==> config.mk <==
export PLATFORM = sky130hd
export DESIGN_NAME = prws_ctrl
export DESIGN_NICKNAME = d
export VERILOG_FILES = /design/src/hw/rtl/prws_pkg.sv /design/src/hw/rtl/prws_ctrl.sv
export SDC_FILE = /design/constraint.sdc
export NUM_CORES = 1
export LEC_CHECK = 0
export ABC_CLOCK_PERIOD_IN_PS = 1750
export BUFFER_PORTS_ARGS = -buffer_cell sky130_fd_sc_hd__buf_2
export CAP_MARGIN = 20
export CELL_PAD_IN_SITES_DETAIL_PLACEMENT = 1
export CELL_PAD_IN_SITES_GLOBAL_PLACEMENT = 1
export CORE_MARGIN = 3
export CORE_UTILIZATION = 30
export DETAILED_ROUTE_END_ITERATION = 10
export GPL_TIMING_DRIVEN = 1
export PLACE_DENSITY_LB_ADDON = 0.05
export SYNTH_ARGS = -nofsm -noshare
export SYNTH_HDL_FRONTEND = slang
export SYNTH_SLANG_ARGS = --single-unit
==> constraint.sdc <==
create_clock -name clk -period 1.75 [get_ports clk]
set_clock_uncertainty 0.15 [all_clocks]
set_input_delay 0.0875 -clock clk [delete_from_list [all_inputs] [get_ports clk]]
set_output_delay 0.0875 -clock clk [all_outputs]
set_load 0.01 [all_outputs]
==> src/hw/rtl/prws_pkg.sv <==
// Shared types, codes and constants of the price return window statistics block.
package prws_pkg;

    localparam int RING_DEPTH_DEF = 256;
    localparam int DATA_W = 32;
    localparam int WIN_W = 9;
    localparam int CFG_IDX_W = 2;

    // Divider operand widths and accumulator widths.
    localparam int DIVD_W = 64;
    localparam int DIVS_W = 32;
    localparam int SUM_W = 41;
    localparam int VSUM_W = 50;
    localparam int ACC_W = 64;

    localparam logic [WIN_W-1:0]  WINDOW_RST = 9'd16;
    localparam logic [DATA_W-1:0] FACTOR_RST = 32'h0001_0000;
    localparam logic [DATA_W-1:0] OFFSET_RST = 32'h0000_0000;
    localparam logic [DATA_W-1:0] LOSS_RST   = 32'h0001_0000;

    localparam logic signed [ACC_W-1:0] ACC_LIMIT = 64'sh4000_0000_0000_0000;

    typedef enum logic [CFG_IDX_W-1:0] {
        CFG_WINDOW = 2'd0,
        CFG_FACTOR = 2'd1,
        CFG_OFFSET = 2'd2,
        CFG_LOSS   = 2'd3
    } cfg_idx_t;

    typedef enum logic [1:0] {
        DIV_RET  = 2'd0,
        DIV_MEAN = 2'd1,
        DIV_VAR  = 2'd2,
        DIV_UTL  = 2'd3
    } div_sel_t;

    typedef struct packed {
        logic     load_price;
        logic     write_ret;
        logic     pass_start;
        logic     pass_second;
        logic     div_start;
        div_sel_t div_sel;
        logic     div_capture;
        logic     load_out;
    } cmd_t;

    typedef struct packed {
        logic zero;
        logic div_done;
        logic pass_done;
    } stat_t;

endpackage

==> src/hw/rtl/prws_ctrl.sv <==
// Controller: sequences return division, the two window passes and the result divisions.
module prws_ctrl (
    input  logic            clk,
    input  logic            rst_n,
    input  logic            in_valid,
    output logic            in_stall,
    output logic            out_valid,
    input  logic            out_stall,
    input  prws_pkg::stat_t stat,
    output prws_pkg::cmd_t  cmd
);

    typedef enum logic [3:0] {
        S_IDLE, S_RET_DIV, S_RET_WAIT, S_WRITE, S_SUM_GO, S_SUM_RUN,
        S_MEAN_DIV, S_MEAN_WAIT, S_SQ_GO, S_SQ_RUN, S_VAR_DIV, S_VAR_WAIT,
        S_UTL_DIV, S_UTL_WAIT, S_OUT
    } state_t;

    state_t state_reg;
    state_t state_next;
    logic   out_valid_reg;
    logic   out_free;

    assign out_free = !out_valid_reg || !out_stall;

    always_comb
    begin
        state_next = state_reg;
        unique case (state_reg)
            S_IDLE:      if (in_valid) state_next = S_RET_DIV;
            S_RET_DIV:   state_next = stat.zero ? S_WRITE : S_RET_WAIT;
            S_RET_WAIT:  if (stat.div_done) state_next = S_WRITE;
            S_WRITE:     state_next = S_SUM_GO;
            S_SUM_GO:    state_next = S_SUM_RUN;
            S_SUM_RUN:   if (stat.pass_done) state_next = S_MEAN_DIV;
            S_MEAN_DIV:  state_next = S_MEAN_WAIT;
            S_MEAN_WAIT: if (stat.div_done) state_next = S_SQ_GO;
            S_SQ_GO:     state_next = S_SQ_RUN;
            S_SQ_RUN:    if (stat.pass_done) state_next = S_VAR_DIV;
            S_VAR_DIV:   state_next = S_VAR_WAIT;
            S_VAR_WAIT:  if (stat.div_done) state_next = S_UTL_DIV;
            S_UTL_DIV:   state_next = S_UTL_WAIT;
            S_UTL_WAIT:  if (stat.div_done) state_next = S_OUT;
            S_OUT:       if (out_free) state_next = S_IDLE;
            default:     state_next = S_IDLE;
        endcase
    end

    always_comb
    begin
        cmd = '0;
        cmd.load_price  = (state_reg == S_IDLE) && in_valid;
        cmd.write_ret   = state_reg == S_WRITE;
        cmd.pass_start  = (state_reg == S_SUM_GO) || (state_reg == S_SQ_GO);
        cmd.pass_second = state_reg == S_SQ_GO;
        cmd.load_out    = (state_reg == S_OUT) && out_free;
        unique case (state_reg)
            S_RET_DIV:
            begin
                cmd.div_sel   = prws_pkg::DIV_RET;
                cmd.div_start = !stat.zero;
            end
            S_RET_WAIT:
            begin
                cmd.div_sel     = prws_pkg::DIV_RET;
                cmd.div_capture = stat.div_done;
            end
            S_MEAN_DIV:
            begin
                cmd.div_sel   = prws_pkg::DIV_MEAN;
                cmd.div_start = 1'b1;
            end
            S_MEAN_WAIT:
            begin
                cmd.div_sel     = prws_pkg::DIV_MEAN;
                cmd.div_capture = stat.div_done;
            end
            S_VAR_DIV:
            begin
                cmd.div_sel   = prws_pkg::DIV_VAR;
                cmd.div_start = 1'b1;
            end
            S_VAR_WAIT:
            begin
                cmd.div_sel     = prws_pkg::DIV_VAR;
                cmd.div_capture = stat.div_done;
            end
            S_UTL_DIV:
            begin
                cmd.div_sel   = prws_pkg::DIV_UTL;
                cmd.div_start = 1'b1;
            end
            S_UTL_WAIT:
            begin
                cmd.div_sel     = prws_pkg::DIV_UTL;
                cmd.div_capture = stat.div_done;
            end
            default: cmd.div_sel = prws_pkg::DIV_RET;
        endcase
    end

    always_ff @(posedge clk or negedge rst_n)
    begin
        if (!rst_n)
        begin
            state_reg     <= S_IDLE;
            out_valid_reg <= 1'b0;
        end
        else
        begin
            state_reg <= state_next;
            if (cmd.load_out)
                out_valid_reg <= 1'b1;
            else if (out_valid_reg && !out_stall)
                out_valid_reg <= 1'b0;
        end
    end

    assign in_stall  = state_reg != S_IDLE;
    assign out_valid = out_valid_reg;

`ifndef ASSERT_OFF
    a_accept_leaves_idle: assert property (@(posedge clk) disable iff (!rst_n)
        in_valid && !in_stall |=> in_stall)
        else $error("accepted transfer did not start processing");

    a_load_out_free: assert property (@(posedge clk) disable iff (!rst_n)
        cmd.load_out |-> (!out_valid_reg || !out_stall))
        else $error("result register overwritten while held");

    a_capture_on_done: assert property (@(posedge clk) disable iff (!rst_n)
        cmd.div_capture |-> stat.div_done)
        else $error("quotient captured before divider finished");

    a_pass_start_drained: assert property (@(posedge clk) disable iff (!rst_n)
        cmd.pass_start |-> stat.pass_done)
        else $error("window pass started while another is in flight");
`endif

endmodule

==> run metrics <==
Top Family by Delay on Critical Path=simple AND/OR/NAND/NOR gates; CP bufs+invs=1; CTS tree=done; initial antenna violation count=0; M2 GR Usage=24.80%; htree depth=1; Critical Path End Type=flop; synth unique cells=40; Synth Flop Type=dfrtp_1; I/O pin count=18; period utilization=102.8%; Overall Global Routing Usage=between 10% and 20%; hold crit path type=in2async; R2R setup slack=-0.05 ns; status=complete, but fails checks; core area=0.001577 mm2; max frequency=roughly 560 MHz; largest net degree at the start of global routing=11; n_diodes=0; Fin Hold WS=0.04656 ns; Initial Utilization=33.49%; die footprint=0.002299 mm2; Sequential Power Share=14.5%; clock sinks=5; Synth Area in Compound Gates=23.93%; Post-synth EDFFs=0; met3 Use GR=2.256%; area grow syn2layout=59.95%; first-pass GRT wire length=2.352 mm; design area=844.6 um2; mux cell area share after synthesis=about 4%; WP data arrival=1.75 ns; vias=616; PD cells=1896 mW/mm2; Worst Tran Pin Value=0.3723 ns; aggregate global routing overflow=0; crit path cell chain=buf_6 -> or4_4 -> o22ai_4 -> nand2b_4 -> o311ai_2; Crit-path slowest cell=or4_4; largest family of logic cells by synthesized area=simple AND/OR/NAND/NOR gates; vias per cell=5.357; Largest register FFs=4; min Tclk post-route=~1.8 ns; layout filler cell count=200; Syn Nets=73; largest cells by area after synthesis=dfrtp_1 (24%), nand2_1 (5.7%), nand2b_1 (3.6%); FF/Latch Area=126.4 um2; FFs w/ async S/R, synth=100.0%; met1 GRT Util=18.14%; maximum vdd drop=approximately 0.75 mV; number of cell rows=14; Seq/Total Area, Yosys=23.70%; CTS Root Cell=clkbuf_4; Synth top area share=23.70%; Synth Warn #=0; fin nets=107; Lkg Pwr=around 0.40 nW; Die Wd=~48 um; Gate power share=77.4%; Setup TNS Final=-0.1420 ns; adder-cell share of the synthesized area=0%; Worst EP required=1.70 ns; Sw Pwr=0.0006857 W; synthesized flop and latch total=5; placed cell area=between 600 and 700 um2; clock-pin slew on the worst setup and hold paths=0.04 ns; Top Usage Layer GRT=met2; multi-input logic area=419.2 um2; RSZ-0062 raised after global routing=yes; Net Sw Frac=42.82%; TritonCTS Buffers=3; drt first pass iters=2; Critical Path Start Type=flop; Gate Count Post-Synth=66; Slew headroom=75.18%; synthesized area=approximately 530 um2; layout cells sized above 1=between 40% and 50%; Clock power frac=8.1%; CP Max Fanout=3; final RePlAce weighted congestion=0.7533; wire per inst=14.42 um; Crit Path Category=reg2reg; Synth Area in Simple Gates=32.70%; Synth Area in XOR/XNOR=6.635%; Fin. Hold Viols=0; vias in the first global route=540; antenna-violating nets left=0; P_int=0.0009158 W; Die Y=roughly 48 um; slowest stage delay, CP=0.55 ns; Yosys top cell by area=dfrtp_1; violated checks=negative setup slack; Slew Viols, Final=0; # DRC=0; DP Wirelength=about 1.2 mm; final WL=1.658 mm; clk buf depth=2; final setup vio count=4; pre-CTS setup slack=0.05736 ns; Port Buf Inserts=17; Pwr Total=0.001602 W; Max-Cap Viols=0; final setup margin=-0.04869 ns; Avg Inst Size Synth=~8 um2; Clock Latency Late Sink=0.24 ns; Iter 0 DRT Violations=4
==> power groups by stage <==
| stage | Clock, W | Combinational [W] | Sequential [W] |
|---|---|---|---|
| floorplan | 0 | 0.000665 | 0.000201 |
| detailed placement | 0 | 0.000939 | 0.000230 |
| finish | 0.000130 | 0.00124 | 0.000232 |
| CTS | 0.000140 | 0.00101 | 0.000219 |
| global route | 0.000143 | 0.00136 | 0.000240 |
| global placement | 0 | 0.000933 | 0.000225 |
==> stage by stage <==
stage	util [%]	cells
3_5_place_dp	42.86	103
6_report	53.57	115
5_1_grt	53.57	115
2_1_floorplan	-	66
4_1_cts	46.43	110
3_3_place_gp	42.86	103
==> cell usage in the layout, fill, tap and decap left out, types with 2 or more instances in the layout <==
master    instances
buf_2            17
buf_4            14
nand2_1           8
dfrtp_1           4
buf_6             4
a21oi_1           3
clkbuf_4          3
nor3_1            2
nor2_1            2
xor2_1            2
and2_1            2
o21ai_0           2
nand2b_1          2
o31ai_1           2
==> final timing paths <==
kind                                           from                       end  cells past startpoint
max in group asynchronous                     rst_n  state_reg[3]$_DFFE_PN0P_                      2
max reg2reg                state_reg[1]$_DFFE_PN0P_  state_reg[0]$_DFFE_PN0P_                      5
max                        state_reg[1]$_DFFE_PN0P_  state_reg[0]$_DFFE_PN0P_                      5
min in group clk                            stat[1]  state_reg[3]$_DFFE_PN0P_                      3
min reg2reg                   out_valid$_DFFE_PN0P_     out_valid$_DFFE_PN0P_                      2
min                                           rst_n  state_reg[1]$_DFFE_PN0P_                      2
==> timing repair <==
action | in CTS | in global routing
hold buffers | 1 | 0
buffers inserted | 2 | 5
pin swaps | 0 | 1
setup endpoints to repair | 3 | 6
gates resized for setup | 3 | 12
endpoints found under the hold margin | 5 | 0
==> layer usage <==
layer / routed length (um) / vias up
met3: 46 / 0
li1: - / 311
met2: 871 / 12
met4: 0 / 0
met5: 0 / -
met1: 740 / 293
==> worst register-to-register path, stage by stage (launching register included) <==
cell      delay [ns]
dfrtp_1         0.38
buf_6           0.12
or4_4           0.55
o22ai_4         0.19
nand2b_4        0.17
o311ai_2        0.10
==> Yosys cell counts, types with 2 or more instances <==
master,count
a21oi_1,3
and2_1,2
buf_2,2
clkbuf_1,3
dfrtp_1,5
inv_1,2
nand2_1,8
nand2b_1,3
nor2_1,2
nor3_1,2
o21ai_0,2
o31ai_1,2
xnor2_1,2
xor2_1,2
==> kinds of logic after synthesis <==
logic type                Yosys count
and+or+nand+nor                    29
AOI/OAI and AO/OA                  17
buffers and inverters               9
DFF                                 5
xor gates and xnor gates            4
muxes                               2
==> final cells by class <==
class	count	area share, %
inverters	2	0.8889
repair buffers	36	29.04
clock buffers	4	3.111
flip-flops and latches	5	14.96
well taps	16	2.370
multi-input cells	52	49.63
Note: power is estimated with default switching activity, not from simulation.
